==> src/rtl/core/note_queue_wavetable_synth_top_assert.svh <==
// Assertion macros for the note queue wavetable synth.
// Used by note_queue_wavetable_synth_top; expects clk_i and rst_ni in scope.
`ifndef NOTE_QUEUE_WAVETABLE_SYNTH_TOP_ASSERT_SVH
`define NOTE_QUEUE_WAVETABLE_SYNTH_TOP_ASSERT_SVH

// Consequent must hold in the same cycle as the antecedent.
`define NQWS_ASSERT_SAME(lbl, ante, cons, msg) \
  lbl: assert property (@(posedge clk_i) disable iff (!rst_ni) (ante) |-> (cons)) \
    else $error(msg);

// Consequent must hold in the cycle after the antecedent.
`define NQWS_ASSERT_NEXT(lbl, ante, cons, msg) \
  lbl: assert property (@(posedge clk_i) disable iff (!rst_ni) (ante) |=> (cons)) \
    else $error(msg);

`endif

==> src/rtl/core/nqws_pkg.sv <==
// Shared types, constants and tables for the note queue wavetable synth.
// No dependencies.
package nqws_pkg;

  localparam int unsigned QUEUE_DEPTH  = 16;
  localparam int unsigned TABLE_LENGTH = 32;
  localparam int unsigned NOTE_COUNT   = 60;
  localparam int unsigned DVD_W        = 23;
  localparam int unsigned DSR_W        = 12;

  localparam logic [27:0] CLOCK_RESET  = 28'd48000000;
  localparam logic [2:0]  VOLUME_RESET = 3'd7;
  localparam logic [23:0] RELOAD_RESET = 24'(48000000 / 14080 - 1);
  localparam logic [5:0]  NOTE_MAX     = 6'(NOTE_COUNT - 1);
  localparam logic [7:0]  DIV_SILENT   = 8'd255;

  typedef enum logic [1:0] {
    ACT_ENQUEUE = 2'd0,
    ACT_NOTE    = 2'd1,
    ACT_CLOCK   = 2'd2,
    ACT_NONE    = 2'd3
  } action_e;

  typedef enum logic [1:0] {
    CFG_CLOCK  = 2'd0,
    CFG_VOLUME = 2'd1
  } cfg_index_e;

  typedef enum logic [2:0] {
    WAVE_SILENT = 3'd0,
    WAVE_SINE   = 3'd1,
    WAVE_SQUARE = 3'd2,
    WAVE_RAMP   = 3'd3,
    WAVE_TRI    = 3'd4
  } wave_e;

  typedef enum logic [2:0] {
    ST_IDLE,
    ST_FETCH,
    ST_POP,
    ST_FDIV,
    ST_SAMP,
    ST_SDIV,
    ST_RESP
  } state_e;

  typedef struct packed {
    logic [11:0] freq;
    logic [2:0]  wave;
    logic [15:0] len;
  } note_t;

  typedef struct packed {
    logic             start;
    logic [DVD_W-1:0] dividend;
    logic [DSR_W-1:0] divisor;
  } div_req_t;

  localparam logic [11:0] NOTE_HZ [NOTE_COUNT] = '{
    12'd131, 12'd139, 12'd148, 12'd156, 12'd165, 12'd175, 12'd185, 12'd196,
    12'd207, 12'd220, 12'd233, 12'd247, 12'd262, 12'd277, 12'd294, 12'd311,
    12'd330, 12'd349, 12'd370, 12'd392, 12'd415, 12'd440, 12'd466, 12'd494,
    12'd523, 12'd554, 12'd587, 12'd622, 12'd659, 12'd698, 12'd740, 12'd784,
    12'd830, 12'd880, 12'd932, 12'd988, 12'd1046, 12'd1109, 12'd1174, 12'd1244,
    12'd1318, 12'd1397, 12'd1480, 12'd1568, 12'd1661, 12'd1760, 12'd1865,
    12'd1975, 12'd2093, 12'd2217, 12'd2349, 12'd2489, 12'd2637, 12'd2794,
    12'd2960, 12'd3136, 12'd3322, 12'd3440, 12'd3729, 12'd3951
  };

  localparam logic [11:0] SINE_TBL [TABLE_LENGTH] = '{
    12'd2047, 12'd2447, 12'd2831, 12'd3185, 12'd3498, 12'd3750, 12'd3939, 12'd4056,
    12'd4095, 12'd4056, 12'd3939, 12'd3750, 12'd3495, 12'd3185, 12'd2831, 12'd2447,
    12'd2047, 12'd1647, 12'd1263, 12'd909, 12'd599, 12'd344, 12'd155, 12'd38,
    12'd0, 12'd38, 12'd155, 12'd344, 12'd599, 12'd909, 12'd1263, 12'd1647
  };

  localparam logic [11:0] SAW_TBL [TABLE_LENGTH] = '{
    12'd0, 12'd132, 12'd264, 12'd396, 12'd528, 12'd660, 12'd792, 12'd924,
    12'd1056, 12'd1188, 12'd1320, 12'd1452, 12'd1584, 12'd1716, 12'd1848, 12'd1980,
    12'd2112, 12'd2245, 12'd2377, 12'd2509, 12'd2641, 12'd2773, 12'd2905, 12'd3037,
    12'd3169, 12'd3301, 12'd3433, 12'd3565, 12'd3697, 12'd3829, 12'd3961, 12'd4095
  };

  localparam logic [11:0] TRI_TBL [TABLE_LENGTH] = '{
    12'd0, 12'd264, 12'd528, 12'd792, 12'd1056, 12'd1320, 12'd1584, 12'd1848,
    12'd2112, 12'd2377, 12'd2641, 12'd2905, 12'd3169, 12'd3433, 12'd3697, 12'd3961,
    12'd3965, 12'd3701, 12'd3437, 12'd3173, 12'd2909, 12'd2645, 12'd2381, 12'd2117,
    12'd1853, 12'd1589, 12'd1324, 12'd1060, 12'd796, 12'd532, 12'd268, 12'd4
  };

  function automatic logic [11:0] wave_value(input logic [2:0] kind, input logic [4:0] idx);
    logic [11:0] v;
    case (kind)
      WAVE_SINE:   v = SINE_TBL[idx];
      WAVE_SQUARE: v = idx[4] ? 12'd0 : 12'd4095;
      WAVE_RAMP:   v = SAW_TBL[idx];
      WAVE_TRI:    v = TRI_TBL[idx];
      default:     v = 12'd0;
    endcase
    return v;
  endfunction

endpackage

==> src/rtl/core/nqws_ram.sv <==
// Generic single-write, single-read RAM with registered read data.
// No dependencies.
module nqws_ram #(
  parameter int unsigned WIDTH = 8,
  parameter int unsigned DEPTH = 16
) (
  input  logic                     clk_i,
  input  logic                     we_i,
  input  logic [$clog2(DEPTH)-1:0] waddr_i,
  input  logic [WIDTH-1:0]         wdata_i,
  input  logic [$clog2(DEPTH)-1:0] raddr_i,
  output logic [WIDTH-1:0]         rdata_o
);

  logic [WIDTH-1:0] mem_q [DEPTH];

  always_ff @(posedge clk_i) begin
    if (we_i) begin
      mem_q[waddr_i] <= wdata_i;
    end
    rdata_o <= mem_q[raddr_i];
  end

endmodule

==> src/rtl/core/nqws_div.sv <==
// Restoring divider, one quotient bit per cycle, shared by period and sample math.
// Depends on nqws_pkg.
module nqws_div (
  input  logic                         clk_i,
  input  logic                         rst_ni,
  input  nqws_pkg::div_req_t           req_i,
  output logic                         busy_o,
  output logic                         done_o,
  output logic [nqws_pkg::DVD_W-1:0]   quotient_o
);

  localparam int unsigned CNT_W = $clog2(nqws_pkg::DVD_W + 1);

  logic                         busy_q, busy_d;
  logic                         done_q, done_d;
  logic [CNT_W-1:0]             cnt_q, cnt_d;
  logic [nqws_pkg::DVD_W-1:0]   quo_q, quo_d;
  logic [nqws_pkg::DSR_W-1:0]   rem_q, rem_d;
  logic [nqws_pkg::DSR_W-1:0]   dsr_q, dsr_d;
  logic [nqws_pkg::DSR_W:0]     trial;

  always_comb begin
    busy_d = busy_q;
    done_d = 1'b0;
    cnt_d  = cnt_q;
    quo_d  = quo_q;
    rem_d  = rem_q;
    dsr_d  = dsr_q;
    trial  = {rem_q, quo_q[nqws_pkg::DVD_W-1]};
    if (req_i.start) begin
      busy_d = 1'b1;
      cnt_d  = CNT_W'(nqws_pkg::DVD_W);
      quo_d  = req_i.dividend;
      rem_d  = '0;
      dsr_d  = req_i.divisor;
    end else if (busy_q) begin
      if (trial >= {1'b0, dsr_q}) begin
        rem_d = nqws_pkg::DSR_W'(trial - {1'b0, dsr_q});
        quo_d = {quo_q[nqws_pkg::DVD_W-2:0], 1'b1};
      end else begin
        rem_d = trial[nqws_pkg::DSR_W-1:0];
        quo_d = {quo_q[nqws_pkg::DVD_W-2:0], 1'b0};
      end
      cnt_d = cnt_q - 1'b1;
      if (cnt_q == CNT_W'(1)) begin
        busy_d = 1'b0;
        done_d = 1'b1;
      end
    end
  end

  always_ff @(posedge clk_i or negedge rst_ni) begin
    if (!rst_ni) begin
      busy_q <= 1'b0;
      done_q <= 1'b0;
      cnt_q  <= '0;
    end else begin
      busy_q <= busy_d;
      done_q <= done_d;
      cnt_q  <= cnt_d;
    end
  end

  always_ff @(posedge clk_i) begin
    quo_q <= quo_d;
    rem_q <= rem_d;
    dsr_q <= dsr_d;
  end

  assign busy_o     = busy_q;
  assign done_o     = done_q;
  assign quotient_o = quo_q;

endmodule

==> src/rtl/core/note_queue_wavetable_synth_top.sv <==
// Top level of the note queue wavetable synth: sequencer, queue, state, outputs.
// Depends on nqws_pkg, nqws_ram, nqws_div and note_queue_wavetable_synth_top_assert.svh.
//
// Usage:
//   Input channel (in_valid_i/in_ready_o) carries one beat per action: enqueue a
//   note, note-timer tick (may dispatch the next queued note), clock tick, or none.
//   Every accepted beat yields exactly one result beat on out_valid_o/out_ready_i
//   with the current DAC sample, play flag, queue fill and drop flag.
//   The config channel (cfg_valid_i/cfg_ready_o) is always ready; index 0 sets
//   the core clock in Hz, index 1 the volume. Write it only while idle.
//   Datapath: the sample is divided by the volume divisor in the shared
//   one-bit-per-cycle divider (23 steps); a dispatch that changes frequency
//   runs the divider a second time for the sample period and adds one queue read.
//   One beat is in flight at a time; in_ready_o is low until the result is
//   taken. A stalled receiver holds the result and the block waits.
//   Reset empties the queue, stops play, selects the silent wave and loads the
//   default period for a 48 MHz clock. Queue storage is not cleared.
module note_queue_wavetable_synth_top #(
  parameter int unsigned QUEUE_DEPTH = nqws_pkg::QUEUE_DEPTH
) (
  input  logic        clk_i,
  input  logic        rst_ni,
  input  logic        in_valid_i,
  output logic        in_ready_o,
  input  logic [1:0]  action_i,
  input  logic [5:0]  note_index_i,
  input  logic [2:0]  wave_select_i,
  input  logic [15:0] note_length_i,
  output logic        out_valid_o,
  input  logic        out_ready_i,
  output logic [11:0] dac_sample_o,
  output logic        playing_o,
  output logic [3:0]  queue_count_o,
  output logic        enqueue_dropped_o,
  input  logic        cfg_valid_i,
  output logic        cfg_ready_o,
  input  logic [1:0]  cfg_index_i,
  input  logic [27:0] cfg_data_i
);

  localparam int unsigned PTR_W = $clog2(QUEUE_DEPTH);
  localparam int unsigned CNT_W = (PTR_W + 1 > 4) ? PTR_W + 1 : 4;

  nqws_pkg::state_e state_q, state_d;

  logic [27:0]      clk_hz_q;
  logic [2:0]       vol_q;
  logic [PTR_W-1:0] rp_q, rp_d, wp_q, wp_d;
  logic             play_q, play_d;
  logic [15:0]      timer_q, timer_d;
  logic [2:0]       active_q, active_d;
  logic [2:0]       shown_q, shown_d;
  logic [7:0]       divisor_q, divisor_d;
  logic [11:0]      last_freq_q, last_freq_d;
  logic [23:0]      reload_q, reload_d;
  logic [23:0]      pcount_q, pcount_d;
  logic [4:0]       sidx_q, sidx_d;
  logic             dropped_q, dropped_d;
  logic [11:0]      dac_q, dac_d;

  logic             in_acc;
  logic [PTR_W-1:0] wp_inc, rp_inc;
  logic             full;
  logic [CNT_W-1:0] count;
  logic [5:0]       note_clamped;
  logic             ram_we;
  nqws_pkg::note_t  ram_wdata, ram_rdata;
  nqws_pkg::div_req_t div_req;
  logic             div_busy, div_done;
  logic [nqws_pkg::DVD_W-1:0] div_quo;
  logic [7:0]       latch_div;

  assign in_acc      = in_valid_i && in_ready_o;
  assign in_ready_o  = (state_q == nqws_pkg::ST_IDLE);
  assign cfg_ready_o = 1'b1;

  // Circular pointers wrap explicitly so any depth works.
  assign wp_inc = (wp_q == PTR_W'(QUEUE_DEPTH - 1)) ? '0 : wp_q + 1'b1;
  assign rp_inc = (rp_q == PTR_W'(QUEUE_DEPTH - 1)) ? '0 : rp_q + 1'b1;
  assign full   = (wp_inc == rp_q);
  assign count  = (wp_q >= rp_q) ? CNT_W'(wp_q - rp_q)
                                 : CNT_W'(CNT_W'(wp_q) + CNT_W'(QUEUE_DEPTH) - CNT_W'(rp_q));

  assign note_clamped = (note_index_i > nqws_pkg::NOTE_MAX) ? nqws_pkg::NOTE_MAX
                                                             : note_index_i;
  assign latch_div    = (vol_q == 3'd0) ? nqws_pkg::DIV_SILENT : 8'(4'd8 - {1'b0, vol_q});

  assign ram_wdata.freq = nqws_pkg::NOTE_HZ[note_clamped];
  assign ram_wdata.wave = wave_select_i;
  assign ram_wdata.len  = note_length_i;

  nqws_ram #(
    .WIDTH ($bits(nqws_pkg::note_t)),
    .DEPTH (QUEUE_DEPTH)
  ) u_queue (
    .clk_i   (clk_i),
    .we_i    (ram_we),
    .waddr_i (wp_q),
    .wdata_i (ram_wdata),
    .raddr_i (rp_q),
    .rdata_o (ram_rdata)
  );

  nqws_div u_div (
    .clk_i      (clk_i),
    .rst_ni     (rst_ni),
    .req_i      (div_req),
    .busy_o     (div_busy),
    .done_o     (div_done),
    .quotient_o (div_quo)
  );

  // Sequencer: apply the beat, optionally fetch and dispatch, run the divider
  // for the period on a frequency change and for the sample, then present the result.
  always_comb begin
    state_d     = state_q;
    rp_d        = rp_q;
    wp_d        = wp_q;
    play_d      = play_q;
    timer_d     = timer_q;
    active_d    = active_q;
    shown_d     = shown_q;
    divisor_d   = divisor_q;
    last_freq_d = last_freq_q;
    reload_d    = reload_q;
    pcount_d    = pcount_q;
    sidx_d      = sidx_q;
    dropped_d   = dropped_q;
    dac_d       = dac_q;
    ram_we      = 1'b0;
    div_req     = '0;
    out_valid_o = 1'b0;

    case (state_q)
      nqws_pkg::ST_IDLE: begin
        if (in_acc) begin
          dropped_d = 1'b0;
          state_d   = nqws_pkg::ST_SAMP;
          case (nqws_pkg::action_e'(action_i))
            nqws_pkg::ACT_ENQUEUE: begin
              if (full) begin
                dropped_d = 1'b1;
              end else begin
                ram_we = 1'b1;
                wp_d   = wp_inc;
                play_d = 1'b1;
              end
            end
            nqws_pkg::ACT_NOTE: begin
              if (timer_q != 16'd0) begin
                timer_d = timer_q - 1'b1;
              end else if (play_q) begin
                if (rp_q != wp_q) begin
                  state_d = nqws_pkg::ST_FETCH;
                end else begin
                  // Queue drained: stop and fall back to silence.
                  play_d = 1'b0;
                  if (active_q != nqws_pkg::WAVE_SILENT) begin
                    active_d  = nqws_pkg::WAVE_SILENT;
                    shown_d   = nqws_pkg::WAVE_SILENT;
                    divisor_d = latch_div;
                  end
                end
              end
            end
            nqws_pkg::ACT_CLOCK: begin
              if (pcount_q >= reload_q) begin
                pcount_d = '0;
                sidx_d   = sidx_q + 1'b1;
              end else begin
                pcount_d = pcount_q + 1'b1;
              end
            end
            default: ;
          endcase
        end
      end
      nqws_pkg::ST_FETCH: begin
        // Wait out the registered queue read.
        state_d = nqws_pkg::ST_POP;
      end
      nqws_pkg::ST_POP: begin
        if (ram_rdata.wave != active_q) begin
          active_d = ram_rdata.wave;
          if (ram_rdata.wave <= nqws_pkg::WAVE_TRI) begin
            shown_d   = ram_rdata.wave;
            divisor_d = latch_div;
          end
        end
        timer_d = ram_rdata.len;
        rp_d    = rp_inc;
        if (ram_rdata.freq != last_freq_q) begin
          last_freq_d      = ram_rdata.freq;
          pcount_d         = '0;
          div_req.start    = 1'b1;
          div_req.dividend = clk_hz_q[27:5];
          div_req.divisor  = ram_rdata.freq;
          state_d          = nqws_pkg::ST_FDIV;
        end else begin
          state_d = nqws_pkg::ST_SAMP;
        end
      end
      nqws_pkg::ST_FDIV: begin
        if (div_done) begin
          reload_d = (div_quo == '0) ? 24'd0 : 24'(div_quo - 1'b1);
          state_d  = nqws_pkg::ST_SAMP;
        end
      end
      nqws_pkg::ST_SAMP: begin
        div_req.start    = 1'b1;
        div_req.dividend = nqws_pkg::DVD_W'(nqws_pkg::wave_value(shown_q, sidx_q));
        div_req.divisor  = nqws_pkg::DSR_W'(divisor_q);
        state_d          = nqws_pkg::ST_SDIV;
      end
      nqws_pkg::ST_SDIV: begin
        if (div_done) begin
          dac_d   = div_quo[11:0];
          state_d = nqws_pkg::ST_RESP;
        end
      end
      nqws_pkg::ST_RESP: begin
        // Hold the result until the receiver takes it.
        out_valid_o = 1'b1;
        if (out_ready_i) begin
          state_d = nqws_pkg::ST_IDLE;
        end
      end
      default: begin
        state_d = nqws_pkg::ST_IDLE;
      end
    endcase
  end

  always_ff @(posedge clk_i or negedge rst_ni) begin
    if (!rst_ni) begin
      state_q     <= nqws_pkg::ST_IDLE;
      clk_hz_q    <= nqws_pkg::CLOCK_RESET;
      vol_q       <= nqws_pkg::VOLUME_RESET;
      rp_q        <= '0;
      wp_q        <= '0;
      play_q      <= 1'b0;
      timer_q     <= '0;
      active_q    <= nqws_pkg::WAVE_SILENT;
      shown_q     <= nqws_pkg::WAVE_SILENT;
      divisor_q   <= 8'd1;
      last_freq_q <= '0;
      reload_q    <= nqws_pkg::RELOAD_RESET;
      pcount_q    <= '0;
      sidx_q      <= '0;
      dropped_q   <= 1'b0;
    end else begin
      state_q     <= state_d;
      rp_q        <= rp_d;
      wp_q        <= wp_d;
      play_q      <= play_d;
      timer_q     <= timer_d;
      active_q    <= active_d;
      shown_q     <= shown_d;
      divisor_q   <= divisor_d;
      last_freq_q <= last_freq_d;
      reload_q    <= reload_d;
      pcount_q    <= pcount_d;
      sidx_q      <= sidx_d;
      dropped_q   <= dropped_d;
      if (cfg_valid_i && cfg_ready_o) begin
        case (nqws_pkg::cfg_index_e'(cfg_index_i))
          nqws_pkg::CFG_CLOCK:  clk_hz_q <= cfg_data_i;
          nqws_pkg::CFG_VOLUME: vol_q    <= cfg_data_i[2:0];
          default: ;
        endcase
      end
    end
  end

  always_ff @(posedge clk_i) begin
    dac_q <= dac_d;
  end

  assign dac_sample_o      = dac_q;
  assign playing_o         = play_q;
  assign queue_count_o     = count[3:0];
  assign enqueue_dropped_o = dropped_q;

`include "note_queue_wavetable_synth_top_assert.svh"

  `NQWS_ASSERT_SAME(a_div_start_free, div_req.start, !div_busy, "divider restarted while busy")
  `NQWS_ASSERT_SAME(a_divisor_nonzero, 1'b1, divisor_q != 8'd0, "volume divisor is zero")
  `NQWS_ASSERT_NEXT(a_full_drop, in_acc && action_i == nqws_pkg::ACT_ENQUEUE && full,
    $stable(wp_q) && enqueue_dropped_o, "enqueue into full queue not dropped")
  `NQWS_ASSERT_SAME(a_count_range, 1'b1, count < CNT_W'(QUEUE_DEPTH), "queue fill out of range")

endmodule

==> config.mk <==
export PLATFORM = sky130hd
export DESIGN_NAME = note_queue_wavetable_synth_top
export DESIGN_NICKNAME = d
export VERILOG_FILES = /design/src/rtl/core/nqws_pkg.sv /design/src/rtl/core/nqws_ram.sv /design/src/rtl/core/nqws_div.sv /design/src/rtl/core/note_queue_wavetable_synth_top.sv
export VERILOG_INCLUDE_DIRS = /design/src /design/src/rtl/core
export SDC_FILE = /design/constraint.sdc
export NUM_CORES = 1
export LEC_CHECK = 0
export ABC_CLOCK_PERIOD_IN_PS = 15700
export BUFFER_PORTS_ARGS = -buffer_cell sky130_fd_sc_hd__buf_2
export CAP_MARGIN = 20
export CORE_MARGIN = 4
export CORE_UTILIZATION = 55
export DETAILED_ROUTE_END_ITERATION = 6
export GPL_TIMING_DRIVEN = 0
export PLACE_DENSITY = 0.72
export SLEW_MARGIN = 30
export SYNTH_ARGS = -nofsm -noshare
export SYNTH_HDL_FRONTEND = slang
export SYNTH_SLANG_ARGS = --single-unit
==> constraint.sdc <==
create_clock -name clk_i -period 15.7 [get_ports clk_i]
set_input_delay 3.14 -clock clk_i [delete_from_list [all_inputs] [get_ports clk_i]]
set_output_delay 3.14 -clock clk_i [all_outputs]
set_load 0.05 [all_outputs]
==> Word level (Yosys, flattened, before mapping) <==
Memory sizes are Yosys's and may differ from the RTL's. A register that Yosys moved wholly into a read port is not among the register bits.
Index checks and enable logic that the tools add are counted.
W data, S select, Z words.
{ "totals": {"ff_bits": 205, "ramBits": 496, "romBits": 1920, "out_inout_bits": 21, "elab_cells": 193, "mem_count": 5} }
{ "memory_table": {"columns": ["name", "words", "word_bits", "read_ports", "rd_ports_with_merged_regs", "write_ports", "line", "text"], "rows": [
  ["(name not given)", 64, 12, 1, 0, 0, "note_queue_wavetable_synth_top.sv:88", "assign ram_wdata.freq = nqws_pkg::NOTE_HZ[note_clamped];"],
  ["u_queue.mem_q", 16, 31, 1, 1, 1, "nqws_ram.sv:15", "logic [WIDTH-1:0] mem_q [DEPTH];"],
  ["(name not given)", 32, 12, 1, 0, 0, "nqws_pkg.sv:97", "WAVE_TRI: v = TRI_TBL[idx];"],
  ["(name not given)", 32, 12, 1, 0, 0, "nqws_pkg.sv:96", "WAVE_RAMP: v = SAW_TBL[idx];"],
  ["(name not given)", 32, 12, 1, 0, 0, "nqws_pkg.sv:94", "WAVE_SINE: v = SINE_TBL[idx];"]
]} }
{ "op_classes": {"add_sub_neg": 12, "order_cmp": 7, "n_eq_ne": 36, "mux": 83, "n_bitwise": 3, "n_reduce_logical": 25} }
{ "ops": {"columns": ["op", "n"], "rows": [
  ["$mux W12", 10],
  ["$mux W24", 5],
  ["$mux W8", 9],
  ["$pmux W36 S2", 1],
  ["$mux W3", 18],
  ["$mux W16", 3],
  ["$pmux W12 S4", 1],
  ["$pmux W24 S2", 1],
  ["$mux W23", 2],
  ["$mux W36", 1],
  ["$pmux W16 S2", 1],
  ["$add A24 B1 Y24 const B", 1],
  ["$ge A24 B24 Y1", 1],
  ["$sub A23 B1 Y24 const B", 1],
  ["$logic_not A23 Y1", 1],
  ["$pmux W3 S7", 1],
  ["$mux W1", 20],
  ["$reduce_and A4 Y1", 5],
  ["$ne A2 B1 Y1 const B", 8],
  ["$ne A2 B2 Y1 const B", 8],
  ["$pmux W8 S2", 1],
  ["$reduce_bool A16 Y1", 1],
  ["$sub A16 B1 Y16 const B", 1],
  ["$ge A13 B12 Y1", 1],
  ["39 further kinds", 64]
]} }

==> Logic depth before layout (Yosys ltp) <==
{ "depth": {"word_depth": 9, "depth_mapped": 12} }

==> By module <==
A second synthesis with hierarchy kept.
{ "unflattened": {"cells_unflattened": 2229, "area_unflattened_um2": 32240.9} }
{ "by_module_without_submodules": {"columns": ["mod", "instances", "cells_each", "area_each_um2", "seq_area_each_um2"], "rows": [
  ["nqws_ram", 1, 812, 19248.5, 15514.9],
  ["note_queue_wavetable_synth_top", 1, 1186, 10186.0, 3662.3],
  ["nqws_div", 1, 231, 2806.4, 1466.4]
]} }

==> Least setup slack after synthesis <==
Ideal clock, no wire load.
{ "synth_path": {"path_kind": "input to register", "from": "input in_valid_i", "to": "memory u_queue.mem_q[13][0] (netlist bit), enable pin", "setup_time_ns": 0.497, "arrival_time_ns": 6.786, "t_required_ns": 15.203, "path_slack_ns": 8.417, "stages": 5, "n_path_buf": 1, "path_cell_list": "nand2b_1 nor2_1 nand3_1 clkbuf_1 nor4_1"} }
{ "synth_via": {"elab_chain_len": 5} }
{ "synth_lines": {"columns": ["element", "line", "text"], "rows": [
  ["start, declared", "note_queue_wavetable_synth_top.sv:23", "input logic in_valid_i,"],
  ["$logic_and A1 B1 Y1", "note_queue_wavetable_synth_top.sv:73", "assign in_acc = in_valid_i && in_ready_o;"],
  ["$mux W1", "note_queue_wavetable_synth_top.sv:136", "if (in_acc) begin"],
  ["$mux W1", "note_queue_wavetable_synth_top.sv:134", "case (state_q)"],
  ["$mux W1", "nqws_ram.sv:18", "if (we_i) begin"],
  ["$mux W1 (implied by the code)", "nqws_ram.sv:19", "mem_q[waddr_i] <= wdata_i;"],
  ["end, declared", "nqws_ram.sv:15", null]
]} }
No other way between the ends.

==> Worst setup path in the final report <==
{ "layout_path": {"from": "register rp_q[1]", "to": "output queue_count_o[3]"} }
{ "layout_via": {"elab_chain_len": 2} }
{ "layout_lines": {"columns": ["element", "line", "text"], "rows": [
  ["start, declared", "note_queue_wavetable_synth_top.sv:48", "logic [PTR_W-1:0] rp_q, rp_d, wp_q, wp_d;"],
  ["start signal, assigned", "note_queue_wavetable_synth_top.sv:253", "rp_q <= rp_d;"],
  ["$sub A4 B4 Y4 (tied with other cells)", "note_queue_wavetable_synth_top.sv:82", ": CNT_W'(CNT_W'(wp_q) + CNT_W'(QUEUE_DEPTH) - CNT_W'(rp_q));"],
  ["$mux W4 *", "note_queue_wavetable_synth_top.sv:81", "assign count = (wp_q >= rp_q) ? CNT_W'(wp_q - rp_q)"],
  ["end, declared", "note_queue_wavetable_synth_top.sv:33", "output logic [3:0] queue_count_o,"]
]} }
Mark *: on every way between the ends. The rest lies on a longest branch, timed or not.

==> metrics.md <==
| Metric | Value |
|---|---|
| Fin crit period | around 6.9 ns |
| Hold Path Stages | 2 |
| Post-route setup TNS | 0 ns |
| DP Area | 34400 um^2 |
| Worst R2R End | u_queue.mem_q[13][8] |
| Synth Area in Adders | under 10% |
| Routed WL | 83.4 mm |
| Cells after Synth | 2179 |
| Final Slew Violations | 0 |
| Syn avg cell area | 14.8 um^2 |
| Run status | completed |
| FFs w/ async S/R, synth | 19.1% |
| Routability cong. | 0.911 |
| Worst Hold Path EP | timer_q[0] |
| Final Cycle Share | 43.7% |
| Gr ovfl total | 0 |
| R2R Setup Slk | 11.70 ns |
| Compound-cell area share of the yosys netlist | 8.38% |
| Die Y | 250 um |
| Final hold vios | 0 |
| Worst Skew | 0.0250 ns |
| Setup-failing EPs final | 0 |
| CP Capture Type | primary output |
| Routed via count | 20900 |
| Slew @ Worst Pin | 1.01 ns |
| HP Start | u_queue.rdata_o[0] |
| # rows | 88 |
| Kind of critical path | reg -> out |
| DR DRC count | 0 |
| #FFs+latches synth | 724 |
| Num CTS Buffers | 74 |
| Number of fill cells in the layout | 4068 |
| PwrDens | 173 nW/um^2 |
| CTS max path bufs | 3 |
| Die W | 250 um |
| Initial Util | 55.7% |
| Post-route design area | ~37000 um^2 |
| Worst hold path class | reg -> reg |
| Reg2reg start | wp_q[2] |
| ANT nets after route | 0 |
| Placed Cells | 3150 |
| Max Fclk | 0.146 GHz |
| GRT Util Overall | a little over a quarter |
| Main combinational cell family by area after synthesis | multiplexers |
| First-pass GRT wire length | between 100 and 150 mm |
| Worst relative slew slack | 32.5% |
| Post-route setup slack | 8.84 ns |
| Iter 0 DRT Violations | around 2200 |
| Total of max-cap violations | 0 |
| Share of cells above drive strength 1 | 24.6% |
| TritonCTS clock tree | yes |
| Net Count, Synth | 2313 |
| Vias per cell | 6.35 |
| Layout Cells excl Fill | 3286 |
| Largest net degree at the start of global routing | 86 |
| Core Footprint | 57800 um^2 |
| Hold WS | around 0.42 ns |
| Synthesis-to-layout area growth | 15.0% |
| Cell area after synthesis | 32200 um^2 |
| Nets@finish | 2595 |
| Vias in the first global route | 20800 |
| Crit-path max FO | 10 |
| Depth of the most critical reg-to-reg path | 11 |
| Xor/xnor share of the synthesized area | 1.50% |
| RSZ-0062 raised after global routing | no |
| Number of synthesized flops with an enable pin | 543 |
| Seq/Total Area, Yosys | 64.2% |
| H-tree depth | 3 |
| Final HPWL from detailed placement | 56.6 mm |
| Distinct cells, synth | 82 |
| Clk root buf | clkbuf_16 |
| Count of clock tree sinks | 724 |
| YS warnings | 0 |
| Post-cts repair resize count | 0 |
| Post-synthesis mux area share | 13.2% |
| Worst IR Drop VDD | 105 uV |
| Simple-gate area share of the yosys netlist | around 7.3% |
| Critical Path RT | around 13 ns |
| Critical path arrival | 3.72 ns |
| Io pins | 83 |
| Startpoint Class | register |
| DIE AREA | 62400 um^2 |
| Hold buffer count at CTS | 0 |
| Number of setup buffers added after CTS | 0 |
| PortBufs | 75 |
| N_diodes | 0 |
| WL/cell | 25.4 um |
| First-pass DRT Iterations | 6 |
| Initial antenna violation count | 5 |
| Leak | 0.0134 uW |
| Clock slew seen by the registers of the worst setup and hold paths | 0.06 ns |
| Ys flop type | edfxtp_1 |
| Placement Setup Slack | 8.49 ns |
| Clk_lat worst skew | 0.62 ns |
[critical path, cell delays in order, from the launching register on]
cell and delay, ns:
dfrtp_1 0.43, clkbuf_1 0.72, buf_1 0.66, inv_1 0.14
ha_1 0.35, a21o_1 0.16, a21oi_1 0.17, xor2_1 0.15
buf_2 0.32
[worst max-delay path by stage]
stage,end,from,slack [ns]
global route,queue_count_o[3],rp_q[1],8.69
global placement,u_queue.mem_q[10][18],in_valid_i,4.25
detailed placement,u_queue.mem_q[15][21],note_index_i[4],8.49
floorplan,u_queue.mem_q[13][0],in_valid_i,8.42
finish,queue_count_o[3],rp_q[1],8.84
CTS,queue_count_o[3],rp_q[1],8.82
[kinds of logic (layout without fill, tap and decap cells)]
group	after synthesis	in the layout
AOI/OAI and AO/OA	413	413
xor gates and xnor gates	55	55
adders and majority gates	72	72
buffers and inverters	213	555
DFF	724	724
muxes	219	219
other	1	1
and+or+nand+nor	482	482
[final cells by class]
type | count | area, um^2 | share of cell area (%)
sequential | 724 | 20600 | 55.8
multi-input combinational | 1242 | 10800 | 29.3
clock buffer | 94 | 2030 | 5.48
timing repair buffer | 206 | 1150 | 3.10
tap | 765 | 957 | 2.59
clock inverter | 42 | 541 | 1.46
buffer | 122 | 505 | 1.37
inverter | 91 | 342 | 0.923
[flip-flops by register name, summed over array words and instances, names as in the netlist, 4 cells and up]
| register | flops |
|---|---|
| clk_hz_q | 23 |
| dac_sample_o | 12 |
| divisor_q | 5 |
| last_freq_q | 12 |
| pcount_q | 24 |
| reload_q | 24 |
| rp_q | 4 |
| sidx_q | 5 |
| timer_q | 16 |
| u_div.cnt_q | 5 |
| u_div.dsr_q | 12 |
| u_div.quotient_o | 23 |
| u_div.rem_q | 12 |
| u_queue.mem_q | 496 |
| u_queue.rdata_o | 31 |
| wp_q | 4 |
[layout by cell type, fill, tap and decap left out, types with 22 or more instances in the layout]
cell,n
edfxtp_1,543
buf_2,190
mux4_2,159
nand2_1,157
dfrtp_1,119
nor2_1,97
o21ai_0,97
a21oi_1,93
clkbuf_1,91
inv_1,86
clkbuf_16,75
ha_1,70
nand3_1,47
dfxtp_1,43
mux2_2,36
o22ai_1,34
buf_4,34
xnor2_1,31
nor3_1,29
xor2_1,24
nor4_1,22
[power by group]
part / total [uW] / switching [uW] / internal, uW
combinational: 2020 / 1170 / 855
clock: 1850 / 748 / 1100
sequential: 2510 / 205 / 2310
total: 6390 / 2120 / 4270
[Yosys cell counts, drive strengths merged, types with 10 or more instances]
cell	number	share of area, %
a21o	11	0.26
mux2	42	1.5
edfxtp	543	51
mux4	159	11
a31oi	16	0.31
mux2i	18	0.56
a21oi	95	1.5
nor2	98	1.1
nor2b	16	0.31
or3	15	0.29
dfxtp	43	2.7
dfstp	19	1.6
o22ai	34	0.66
xor2	24	0.65
ha	70	2.7
clkbuf	84	0.98
nand2b	15	0.29
o31ai	19	0.44
inv	87	1.0
nor3	31	0.51
dfrtp	119	9.3
o21a	10	0.26
a211oi	16	0.37
xnor2	31	0.84
nand4	15	0.29
a22o	10	0.27
nand2	158	1.8
a2bb2oi	14	0.38
and3	12	0.23
buf	38	0.53
o211ai	20	0.47
nand3	49	0.79
nor4	39	0.81
o21ai	100	1.6
[metrics by stage]
stage	total power [uW]	util, %
2_1_floorplan	3930	-
3_3_place_gp	4460	58.0
3_5_place_dp	4530	59.5
4_1_cts	6400	64.0
5_1_grt	6690	64.0
6_report	6390	64.0
[routing by layer]
layer	vias to the layer above	GRT usage [%]	routed length, um
li1	9035	-	-
met3	190	6.22	7740
met5	-	0	68
met4	8	7.78	2670
met2	1092	43.3	40300
met1	10500	36.0	32600
Note: power is estimated with default switching activity, not from simulation.
